### src/design/assert_macros.svh
// assertion macros shared by the line editor rtl
// no dependencies; simulation builds see the checks, synthesis sees empty bodies
`ifndef ASSERT_MACROS_SVH
`define ASSERT_MACROS_SVH
`ifndef SYNTHESIS
// property must hold at every edge out of reset
`define ULNED_ASSERT_ALWAYS(lbl, clk, rstn, expr) \
    lbl: assert property (@(posedge clk) disable iff (!rstn) (expr)) \
        else $error("assertion failed");
// antecedent implies consequent in the same cycle
`define ULNED_ASSERT_IMPL(lbl, clk, rstn, ante, cons) \
    lbl: assert property (@(posedge clk) disable iff (!rstn) (ante) |-> (cons)) \
        else $error("assertion failed");
// antecedent implies consequent in the next cycle
`define ULNED_ASSERT_NEXT(lbl, clk, rstn, ante, cons) \
    lbl: assert property (@(posedge clk) disable iff (!rstn) (ante) |=> (cons)) \
        else $error("assertion failed");
`else
`define ULNED_ASSERT_ALWAYS(lbl, clk, rstn, expr)
`define ULNED_ASSERT_IMPL(lbl, clk, rstn, ante, cons)
`define ULNED_ASSERT_NEXT(lbl, clk, rstn, ante, cons)
`endif
`endif

### src/design/ulned_pkg.sv
// shared types and codes of the utf-8 line editor
// no dependencies
`default_nettype none
package ulned_pkg;

    // width of cursor, length and counters
    localparam int CW = 7;

    // result kinds
    localparam logic [2:0] KIND_STATUS = 3'd0;
    localparam logic [2:0] KIND_LINE   = 3'd1;
    localparam logic [2:0] KIND_EMPTY  = 3'd2;
    localparam logic [2:0] KIND_CANCEL = 3'd3;
    localparam logic [2:0] KIND_EOF    = 3'd4;

    // key codes
    localparam logic [7:0] KEY_HOME  = 8'd1;
    localparam logic [7:0] KEY_CANC  = 8'd3;
    localparam logic [7:0] KEY_DEL   = 8'd4;
    localparam logic [7:0] KEY_END   = 8'd5;
    localparam logic [7:0] KEY_BS    = 8'd8;
    localparam logic [7:0] KEY_LF    = 8'd10;
    localparam logic [7:0] KEY_KEND  = 8'd11;
    localparam logic [7:0] KEY_CR    = 8'd13;
    localparam logic [7:0] KEY_KSTA  = 8'd21;
    localparam logic [7:0] KEY_KWORD = 8'd23;
    localparam logic [7:0] KEY_ESC   = 8'd27;
    localparam logic [7:0] KEY_SPACE = 8'd32;
    localparam logic [7:0] KEY_RUB   = 8'd127;
    localparam logic [7:0] KEY_LBRK  = 8'h5B;
    localparam logic [7:0] KEY_C     = 8'h43;
    localparam logic [7:0] KEY_D     = 8'h44;
    localparam logic [7:0] KEY_H     = 8'h48;
    localparam logic [7:0] KEY_F     = 8'h46;
    localparam logic [7:0] KEY_3     = 8'h33;
    localparam logic [7:0] KEY_TILDE = 8'h7E;

    // utf-8 continuation test
    localparam logic [7:0] UTF_MASK = 8'hC0;
    localparam logic [7:0] UTF_CONT = 8'h80;

    // cell operation broadcast along the row
    typedef enum logic [1:0] {
        CM_HOLD = 2'd0,
        CM_INS  = 2'd1,
        CM_SHL  = 2'd2
    } t_cell_mode;

    typedef struct packed {
        t_cell_mode      mode;
        logic [CW-1:0]   pos;
        logic [7:0]      data;
    } t_cell_ctl;

endpackage
`default_nettype wire

### src/design/ulned_cell.sv
// one byte cell of the line store row
// depends on ulned_pkg
`default_nettype none
module ulned_cell #(
    parameter int IDX = 0
) (
    input  wire                  i_clk,
    input  ulned_pkg::t_cell_ctl i_ctl,
    input  wire  [7:0]           i_left,
    input  wire  [7:0]           i_right,
    output logic [7:0]           o_data,
    output logic                 o_cont,
    output logic                 o_space
);
    import ulned_pkg::*;

    logic [7:0] r_data;
    logic [7:0] n_data;
    logic       w_above;
    logic       w_at;

    assign w_above = 7'(IDX) >  i_ctl.pos;
    assign w_at    = 7'(IDX) == i_ctl.pos;

    // insert shifts right above the cursor, erase shifts left from the start point
    always_comb begin
        n_data = r_data;
        unique case (i_ctl.mode)
            CM_INS: begin
                if (w_at) n_data = i_ctl.data;
                else if (w_above) n_data = i_left;
            end
            CM_SHL: begin
                if (w_at || w_above) n_data = i_right;
            end
            default: n_data = r_data;
        endcase
    end

    always_ff @(posedge i_clk) begin
        r_data <= n_data;
    end

    // local flags for scans
    assign o_data  = r_data;
    assign o_cont  = (r_data & UTF_MASK) == UTF_CONT;
    assign o_space = r_data == KEY_SPACE;
endmodule
`default_nettype wire

### src/design/utf8_line_editor_top.sv
// a status result goes from the S_OUT state into the output register; scans and erases
// come before it; inserts, jumps and kill to end go straight to S_OUT; deletes and word kills
// scan then shift the cell row one place per cycle, kill to start shifts without a scan;
// a line is sent one byte per cycle while the output is not stalled; a new key is taken
// once the last result of the previous one has been loaded into the output register
// reset: synchronous active low, clears cursor, length, escape phase and handshakes
// the store cells are not cleared; only bytes below the length are ever read
`default_nettype none
`include "assert_macros.svh"
module utf8_line_editor_top #(
    parameter int LINE_CAPACITY = 64
) (
    input  wire        i_clk,
    input  wire        i_rst_n,
    input  wire        i_in_valid,
    output logic       o_in_stall,
    input  wire  [7:0] i_key_byte,
    input  wire        i_input_closed,
    output logic       o_out_valid,
    input  wire        i_out_stall,
    output logic [2:0] o_kind,
    output logic [7:0] o_line_byte,
    output logic [6:0] o_cursor_now,
    output logic [6:0] o_length_now,
    output logic       o_overflow,
    output logic       o_last
);
    import ulned_pkg::*;

    localparam int IW = (LINE_CAPACITY > 1) ? $clog2(LINE_CAPACITY) : 1;
    localparam logic [CW-1:0] CAP = CW'(LINE_CAPACITY);

    typedef enum logic [7:0] {
        S_IDLE  = 8'b0000_0001,
        S_FWD   = 8'b0000_0010,
        S_BWD   = 8'b0000_0100,
        S_WSP   = 8'b0000_1000,
        S_WWD   = 8'b0001_0000,
        S_ERASE = 8'b0010_0000,
        S_EMIT  = 8'b0100_0000,
        S_OUT   = 8'b1000_0000
    } t_state;

    typedef enum logic [4:0] {
        E_IDLE    = 5'b00001,
        E_FIRST   = 5'b00010,
        E_BRACKET = 5'b00100,
        E_SKIP    = 5'b01000,
        E_TILDE   = 5'b10000
    } t_esc;

    t_state        r_state, n_state;
    t_esc          r_esc, n_esc;
    logic [CW-1:0] r_cur, n_cur;
    logic [CW-1:0] r_len, n_len;
    logic [CW-1:0] r_p, n_p;
    logic [CW-1:0] r_cnt, n_cnt;
    logic [CW-1:0] r_from, n_from;
    logic          r_erase, n_erase;
    logic [2:0]    r_kind, n_kind;
    logic          r_ovf, n_ovf;

    logic          r_ov;
    logic [2:0]    r_okind;
    logic [7:0]    r_obyte;
    logic [CW-1:0] r_ocur, r_olen;
    logic          r_oovf, r_olast;

    logic          w_acc;
    logic          w_free;
    logic          w_load;
    logic [2:0]    w_lkind;
    logic [7:0]    w_lbyte;
    logic          w_llast;
    logic          w_lovf;
    t_cell_ctl     w_ctl;

    logic [7:0]              w_data [LINE_CAPACITY];
    logic [LINE_CAPACITY-1:0] w_cont;
    logic [LINE_CAPACITY-1:0] w_space;
    logic [IW-1:0]           w_pi;
    logic [IW-1:0]           w_pmi;
    logic [CW-1:0]           w_pm1;

    // cell row
    for (genvar g = 0; g < LINE_CAPACITY; g++) begin : g_cell
        logic [7:0] w_l, w_r;
        if (g == 0) begin : g_l0
            assign w_l = 8'd0;
        end else begin : g_ln
            assign w_l = w_data[g-1];
        end
        if (g == LINE_CAPACITY-1) begin : g_rl
            assign w_r = 8'd0;
        end else begin : g_rn
            assign w_r = w_data[g+1];
        end
        ulned_cell #(.IDX(g)) u_cell (
            .i_clk   (i_clk),
            .i_ctl   (w_ctl),
            .i_left  (w_l),
            .i_right (w_r),
            .o_data  (w_data[g]),
            .o_cont  (w_cont[g]),
            .o_space (w_space[g])
        );
    end

    assign o_in_stall = r_state != S_IDLE;
    assign w_acc      = i_in_valid && !o_in_stall;
    assign w_free     = !r_ov || !i_out_stall;
    assign w_pm1      = r_p - CW'(1);
    assign w_pi       = r_p[IW-1:0];
    assign w_pmi      = w_pm1[IW-1:0];

    // control sequencer
    always_comb begin
        n_state = r_state;
        n_esc   = r_esc;
        n_cur   = r_cur;
        n_len   = r_len;
        n_p     = r_p;
        n_cnt   = r_cnt;
        n_from  = r_from;
        n_erase = r_erase;
        n_kind  = r_kind;
        n_ovf   = r_ovf;
        w_ctl   = '{mode: CM_HOLD, pos: r_cur, data: i_key_byte};
        w_load  = 1'b0;
        w_lkind = r_kind;
        w_lbyte = 8'd0;
        w_llast = 1'b1;
        w_lovf  = r_ovf;
        unique case (r_state)
            S_IDLE: begin
                if (w_acc) begin
                    n_kind  = KIND_STATUS;
                    n_ovf   = 1'b0;
                    n_state = S_OUT;
                    if (i_input_closed) begin
                        n_cur = '0;
                        n_len = '0;
                        n_esc = E_IDLE;
                        if (r_len != '0) begin
                            n_cnt   = r_len;
                            n_state = S_EMIT;
                        end else begin
                            n_kind = KIND_EOF;
                        end
                    end else if (r_esc == E_FIRST) begin
                        n_esc = (i_key_byte == KEY_LBRK) ? E_BRACKET : E_SKIP;
                    end else if (r_esc == E_BRACKET) begin
                        n_esc = E_IDLE;
                        priority if (i_key_byte == KEY_C) begin
                            if (r_cur < r_len) begin
                                n_p     = r_cur + CW'(1);
                                n_erase = 1'b0;
                                n_state = S_FWD;
                            end
                        end else if (i_key_byte == KEY_D) begin
                            if (r_cur != '0) begin
                                n_p     = r_cur - CW'(1);
                                n_erase = 1'b0;
                                n_state = S_BWD;
                            end
                        end else if (i_key_byte == KEY_H) begin
                            n_cur = '0;
                        end else if (i_key_byte == KEY_F) begin
                            n_cur = r_len;
                        end else if (i_key_byte == KEY_3) begin
                            n_esc = E_TILDE;
                        end else begin
                            n_esc = E_IDLE;
                        end
                    end else if (r_esc == E_SKIP || r_esc == E_TILDE) begin
                        n_esc = E_IDLE;
                        if (r_esc == E_TILDE && i_key_byte == KEY_TILDE
                                && r_cur < r_len) begin
                            n_p     = r_cur + CW'(1);
                            n_erase = 1'b1;
                            n_state = S_FWD;
                        end
                    end else begin
                        priority if (i_key_byte == KEY_CR || i_key_byte == KEY_LF) begin
                            n_cur = '0;
                            n_len = '0;
                            if (r_len != '0) begin
                                n_cnt   = r_len;
                                n_state = S_EMIT;
                            end else begin
                                n_kind = KIND_EMPTY;
                            end
                        end else if (i_key_byte == KEY_CANC) begin
                            n_cur  = '0;
                            n_len  = '0;
                            n_kind = KIND_CANCEL;
                        end else if (i_key_byte == KEY_DEL) begin
                            if (r_len == '0) begin
                                n_kind = KIND_EOF;
                            end else if (r_cur < r_len) begin
                                n_p     = r_cur + CW'(1);
                                n_erase = 1'b1;
                                n_state = S_FWD;
                            end
                        end else if (i_key_byte == KEY_RUB || i_key_byte == KEY_BS) begin
                            if (r_cur != '0) begin
                                n_p     = r_cur - CW'(1);
                                n_erase = 1'b1;
                                n_state = S_BWD;
                            end
                        end else if (i_key_byte == KEY_HOME) begin
                            n_cur = '0;
                        end else if (i_key_byte == KEY_END) begin
                            n_cur = r_len;
                        end else if (i_key_byte == KEY_KEND) begin
                            n_len = r_cur;
                        end else if (i_key_byte == KEY_KSTA) begin
                            if (r_cur != '0) begin
                                n_from  = '0;
                                n_cnt   = r_cur;
                                n_len   = r_len - r_cur;
                                n_cur   = '0;
                                n_state = S_ERASE;
                            end
                        end else if (i_key_byte == KEY_KWORD) begin
                            n_p     = r_cur;
                            n_state = S_WSP;
                        end else if (i_key_byte == KEY_ESC) begin
                            n_esc = E_FIRST;
                        end else if (i_key_byte >= KEY_SPACE) begin
                            if (r_len >= CAP) begin
                                n_ovf = 1'b1;
                            end else begin
                                w_ctl.mode = CM_INS;
                                n_len = r_len + CW'(1);
                                n_cur = r_cur + CW'(1);
                            end
                        end else begin
                            n_ovf = 1'b0;
                        end
                    end
                end
            end
            // forward walk over continuation bytes
            S_FWD: begin
                if (r_p < r_len && w_cont[w_pi]) begin
                    n_p = r_p + CW'(1);
                end else if (r_erase) begin
                    n_from  = r_cur;
                    n_cnt   = r_p - r_cur;
                    n_len   = r_len - (r_p - r_cur);
                    n_state = S_ERASE;
                end else begin
                    n_cur   = r_p;
                    n_state = S_OUT;
                end
            end
            // backward walk to the character start
            S_BWD: begin
                if (r_p != '0 && w_cont[w_pi]) begin
                    n_p = w_pm1;
                end else if (r_erase) begin
                    n_from  = r_p;
                    n_cnt   = r_cur - r_p;
                    n_len   = r_len - (r_cur - r_p);
                    n_cur   = r_p;
                    n_state = S_ERASE;
                end else begin
                    n_cur   = r_p;
                    n_state = S_OUT;
                end
            end
            // skip spaces before the word
            S_WSP: begin
                if (r_p != '0 && w_space[w_pmi]) n_p = w_pm1;
                else n_state = S_WWD;
            end
            // skip the word itself
            S_WWD: begin
                if (r_p != '0 && !w_space[w_pmi]) begin
                    n_p = w_pm1;
                end else if (r_p < r_cur) begin
                    n_from  = r_p;
                    n_cnt   = r_cur - r_p;
                    n_len   = r_len - (r_cur - r_p);
                    n_cur   = r_p;
                    n_state = S_ERASE;
                end else begin
                    n_state = S_OUT;
                end
            end
            // close the gap one place per cycle
            S_ERASE: begin
                w_ctl.mode = CM_SHL;
                w_ctl.pos  = r_from;
                n_cnt      = r_cnt - CW'(1);
                if (r_cnt <= CW'(1)) n_state = S_OUT;
            end
            // send the line from cell zero, shifting the row down
            S_EMIT: begin
                if (w_free) begin
                    w_ctl.mode = CM_SHL;
                    w_ctl.pos  = '0;
                    w_load     = 1'b1;
                    w_lkind    = KIND_LINE;
                    w_lbyte    = w_data[0];
                    w_llast    = r_cnt == CW'(1);
                    w_lovf     = 1'b0;
                    n_cnt      = r_cnt - CW'(1);
                    if (r_cnt <= CW'(1)) n_state = S_IDLE;
                end
            end
            S_OUT: begin
                if (w_free) begin
                    w_load  = 1'b1;
                    n_state = S_IDLE;
                end
            end
            default: n_state = S_IDLE;
        endcase
    end

    // control registers
    always_ff @(posedge i_clk) begin
        if (!i_rst_n) begin
            r_state <= S_IDLE;
            r_esc   <= E_IDLE;
            r_cur   <= '0;
            r_len   <= '0;
            r_ov    <= 1'b0;
        end else begin
            r_state <= n_state;
            r_esc   <= n_esc;
            r_cur   <= n_cur;
            r_len   <= n_len;
            if (w_load) r_ov <= 1'b1;
            else if (!i_out_stall) r_ov <= 1'b0;
        end
    end

    // work registers and output payload
    always_ff @(posedge i_clk) begin
        r_p     <= n_p;
        r_cnt   <= n_cnt;
        r_from  <= n_from;
        r_erase <= n_erase;
        r_kind  <= n_kind;
        r_ovf   <= n_ovf;
        if (w_load) begin
            r_okind <= w_lkind;
            r_obyte <= w_lbyte;
            r_ocur  <= n_cur;
            r_olen  <= n_len;
            r_oovf  <= w_lovf;
            r_olast <= w_llast;
        end
    end

    assign o_out_valid  = r_ov;
    assign o_kind       = r_okind;
    assign o_line_byte  = r_obyte;
    assign o_cursor_now = r_ocur;
    assign o_length_now = r_olen;
    assign o_overflow   = r_oovf;
    assign o_last       = r_olast;

    // checks
    `ULNED_ASSERT_ALWAYS(a_cur_in_line, i_clk, i_rst_n, r_cur <= r_len && r_len <= CAP)
    `ULNED_ASSERT_IMPL(a_erase_nonzero, i_clk, i_rst_n, r_state == S_ERASE, r_cnt != '0)
    `ULNED_ASSERT_NEXT(a_emit_last, i_clk, i_rst_n,
        r_state == S_EMIT && w_free && r_cnt == CW'(1), r_state == S_IDLE && o_last)
endmodule
`default_nettype wire
### config.mk
export PLATFORM = sky130hd
export DESIGN_NAME = utf8_line_editor_top
export DESIGN_NICKNAME = d
export VERILOG_FILES = /design/src/design/ulned_pkg.sv /design/src/design/ulned_cell.sv /design/src/design/utf8_line_editor_top.sv
export VERILOG_INCLUDE_DIRS = /design/src /design/src/design
export SDC_FILE = /design/constraint.sdc
export NUM_CORES = 2
export LEC_CHECK = 0
export BUFFER_PORTS_ARGS = -buffer_cell sky130_fd_sc_hd__buf_2
export CORE_ASPECT_RATIO = 1.4
export CORE_UTILIZATION = 50
export CTS_CLUSTER_SIZE = 16
export DETAILED_ROUTE_END_ITERATION = 10
export GPL_TIMING_DRIVEN = 0
export PLACE_DENSITY_LB_ADDON = 0.05
export SLEW_MARGIN = 10
export SYNTH_ARGS = -nofsm -noshare
export SYNTH_HDL_FRONTEND = slang
export SYNTH_HIERARCHICAL = 1
export SYNTH_SLANG_ARGS = --single-unit
export TNS_END_PERCENT = 1
### constraint.sdc
create_clock -name i_clk -period 37.4 [get_ports i_clk]
set_clock_uncertainty 0.2 [all_clocks]
set_input_delay 5.61 -clock i_clk [delete_from_list [all_inputs] [get_ports i_clk]]
set_output_delay 5.61 -clock i_clk [all_outputs]
set_load 0.05 [all_outputs]
# Word-level counts from Yosys, hierarchy flattened
# Cells that the tools add are included.
# totals
wordCells	1242
output_inout_bits	29
reg_bits	593
# classes
order_cmp	72
muxes	488
addsub	11
n_eq_ne	422
reduce_logical	165
bitwise	3
# op_table
cell	n
8-bit two-way mux	224
8-bit case mux with 2 select lines	64
7-bit two-way mux	117
8-bit by 6-bit == test with 1-bit output (second input constant)	66
6-bit by 7-bit == test with 1-bit output (first input constant)	32
6-bit by 7-bit greater-than comparator with 1-bit output (first input constant)	32
3-bit by 1-bit inequality test with 1-bit output (second input constant)	66
3-bit AND reduction	64
2-bit == test (second input constant)	65
2-bit by 1-bit inequality test with 1-bit output (second input constant)	65
5-bit by 7-bit == test with 1-bit output (first input constant)	16
5-bit by 7-bit greater-than comparator with 1-bit output (first input constant)	16
5-bit two-way mux	19
7-bit case mux with 4 select lines	3
1-bit logical OR	68
8-bit by 7-bit == test with 1-bit output (second input constant)	8
8-bit case mux with 8 select lines	1
2-bit inequality test (second input constant)	29
4-bit by 7-bit == test with 1-bit output (first input constant)	8
4-bit by 7-bit greater-than comparator with 1-bit output (first input constant)	8
4-bit inequality test (second input constant)	14
5-bit inequality test (second input constant)	10
7-bit case mux with 6 select lines	1
8-bit by 4-bit == test with 1-bit output (second input constant)	5
other kinds (56)	160

# Longest topological paths before layout
# logic_depth
ltp_word	22
depth_mapped	18
depth_no_buf	18

# Least setup slack after synthesis
# No wires, ideal clock.
# synth_path
path_kind	input -> register
from	in i_out_stall
to	reg g_cell[23].u_cell.r_data[0], enable pin
slack_ns	16.677
t_required_ns	35.996
t_arrival_ns	19.319
stages	4
n_path_buf	1
cell_sequence	a21oi_1 > clkbuf_1 > o31ai_1 > a2111oi_0
# synth_lines
item	line_no	rtl
start: declaration	utf8_line_editor_top.sv:20	input wire i_out_stall,
end signal: assignment	ulned_cell.sv:41	r_data <= n_data;
end: declaration	ulned_cell.sv:17	logic [7:0] r_data;

==> qor.txt <==
Comb power frac: 32.3%
FMAX: 92.7 MHz
CTS Buffer Depth: 3
share of the synthesized area in the top cell type: 39.2%
cell count of the worst reg-to-reg path: 13
Net Switching: 906 uW
run status: complete, no violations
fin nets: 5078
Crit. Startpoint: i_key_byte[5]
synthesized area: 43300 um2
Slew HR: 15.4%
worst-path fanout max: 40
initial antenna violation count: 2
Num Clock Sinks: 593
Levels on crit path: 18
placed wire-length estimate: 115000 um
Die H: 350 um
first-pass GRT wire length: 241000 um
post-DR wirelength/cell: 25.8 um
multi-input logic area: 23500 um2
Setup TNS Final: 0 ns
Post-synth ARST share: 0%
Crit path buffers/inverters: 12
library cells used by synthesis: 131
RSZ-0062 raised after global routing: no
Synth-to-Final Area Change: 13.5%
Main synth FF type: edfxtp_1
critical path class: in2reg
Hold Crit Start: r_kind[0]
most frequent cells after synthesis: nor2_1, edfxtp_1, a31oi_1, o21ai_1, nand3_1
die area: 87900 um2
Crit path largest cell delay: 0.55 ns
Root Driver: clkbuf_16
fraction of layout cells with a size suffix above 1: 13.9%
worst hold-check path type: reg2reg
Post-synth EDFFs: 565
critical path, cell by cell: buf_4 > buf_16 > clkbuf_1 > nor4_1 > nand2_1 > o21ai_1 > clkbuf_1 > clkbuf_1 > nor4_2 > buf_4 > buf_4 > buf_4 > buf_4 > nand2b_1 > clkbuf_1 > clkbuf_1 > a221oi_1 > buf_2
Min Clock Period, post-route: 10.79 ns
Switching Fraction: 36.9%
Cell Pwr Density: 49.9 nW/um2
worst vdd rail ir drop: 0.0309 mV
total grt overflow: 0
Reg area: 17500 um2
max-slew violation count: 0
Req. time, crit path: 37.52 ns
non-filler cells, final: 6157
die width: 251 um
CTS Buf Count: 68
TritonRoute pass-1 iters: 6
vias: 41000
Tcrit/Tclk final: 28.8%
CP endpoint kind: register
cts repair resizes: 0
largest net degree at the start of global routing: 58
delay-heaviest family, CP: buffers and inverters
max cap viols: 0
Worst Path Arrival: 10.91 ns
Final ANT Viol Nets: 0
Critical Path Slowest Stage Cell: a221oi_1
# DRC: 0
Post-CTS Setup Repair Bufs: 0
Skew-Pair Late Insertion Delay: 0.63 ns
Pwr Total: 2450 uW
Fin Hold WS: 0.306 ns
Leak Pwr: 0.0168 uW
flop and latch count out of synthesis: 593
routability cong.: 0.990
most frequent cell after synthesis: nor2_1
1st-iter DRT viols: 3856
Clock Power Share: 27.6%
Worst setup SP type: primary input
synthesized instance count: 4761
final-report setup violation count: 0
H-tree depth: 3
Initial Util: 50.5%
Avg Inst Size Synth: 9.10 um2
# hold bufs at CTS: 0
CTS tree: built
DRT Wirelength: 159000 um
YS warnings: 6
All-Layer GR Usage: 35.7%
DP Area: 47000 um2
IO Pins: 42
IO buf count: 39
vias in the first global route: 40000
final hold viol count: 0
Internal: 1550 uW
fill count: 7824
Flop pwr share: 40.1%
Core Area: 85800 um2
Worst Tran Pin Value: 1.27 ns
antenna cells: 0
Placed Cells: 6033
vias per std cell: 6.67
hold path cells: 1
top post-synthesis cells by area: edfxtp_1, a31oi_1, nor2_1
sequential-to-total area share from yosys stat: 40.4%
Worst-path clk slew: 0.06 ns
num rows: 127
worst reg2reg startpoint: r_p[1]
final instance area: 49200 um2
Synth area leader: edfxtp_1
-- registers in the layout (all words and copies together) (netlist names) --
register and cells:
r_erase 1, r_cnt 7, o_cursor_now 7, g_cell.u_cell/o_data 512
o_length_now 7, o_kind 3, o_line_byte 8, r_state 8
r_ovf 1, r_len 7, r_p 7, r_cur 7
r_esc 5, o_out_valid 1, r_kind 3, o_last 1
r_from 7, o_overflow 1
-- cell families (layout without fill, tap and decap cells) --
family,count (synthesis),in the layout,synth area share (%)
buffers and inverters,481,766,5.89
xor gates and xnor gates,82,82,1.70
DFF,593,593,40.4
AOI/OAI and AO/OA,1550,1550,23.0
muxes,51,51,1.99
adders and majority gates,52,52,1.59
and+or+nand+nor,1951,1951,25.4
other,1,16,0.00865
-- final timing paths --
kind	slack, ns	to
setup / recovery	26.61	g_cell[44].u_cell/o_data[7]
hold / removal	0.31	o_kind[0]
setup reg to reg	30.65	r_cnt[2]
hold reg to reg	0.31	o_kind[0]
-- per-layer routing --
| layer | vias to the layer above | part of all wire [%] | global-route usage, % |
|---|---|---|---|
| li1 | 19000 | - | - |
| met1 | 19600 | 38 | 43.2 |
| met2 | 1935 | 48 | 60.8 |
| met3 | 510 | 7.5 | 5.05 |
| met4 | 6 | 6.0 | 20.5 |
| met5 | - | 0.026 | 0 |
-- layout make-up --
class / count / share of cell area, %
plain buffers: 355 / 4.23
multi-input cells: 3702 / 47.8
flip-flops and latches: 593 / 35.6
inverters: 126 / 0.961
well taps: 1096 / 2.79
clock inverters: 37 / 0.804
clock buffers: 81 / 3.60
repair buffers: 167 / 4.18
-- cells in the final DEF, fill, tap and decap left out, types with 39 or more instances in the layout --
master     Yosys  routed
buf_8          1      68
o21ai_1      356     356
or3_1         46      46
and4b_1       72      72
buf_2        103     147
clkbuf_1     114     125
a41oi_1       51      51
nor2_1       641     641
nand2b_1     114     114
nor3_1        47      46
o21ai_0      185     185
xnor2_1       66      66
clkbuf_16      0      69
nand2_1      169     168
o211ai_1      45      45
edfxtp_1     565     565
buf_6         62      66
a21oi_1      195     194
nor4_1        82      79
nand4_1      185     185
nand3_1      245     245
nor2b_1       99      99
buf_4         17      49
ha_1          47      47
inv_1        116     116
a31oi_1      394     394
o31a_1        39      39
-- through the flow --
step                      utilization, %  setup WS [ns]
after floorplan                        -          16.68
after global routing                57.3          26.41
after CTS                           57.3          26.48
final                               57.3          26.61
after detailed placement            54.7          25.83
after global placement              52.4          0.425
-- power by group through the flow --
stage          combinational, uW  clock (uW)  sequential [uW]
2_1_floorplan                523           0              955
3_3_place_gp                 782           0             1010
3_5_place_dp                 770           0              994
4_1_cts                      773         685              981
5_1_grt                      843         707              993
6_report                     792         678              984
(Power assumes the default switching activity.)
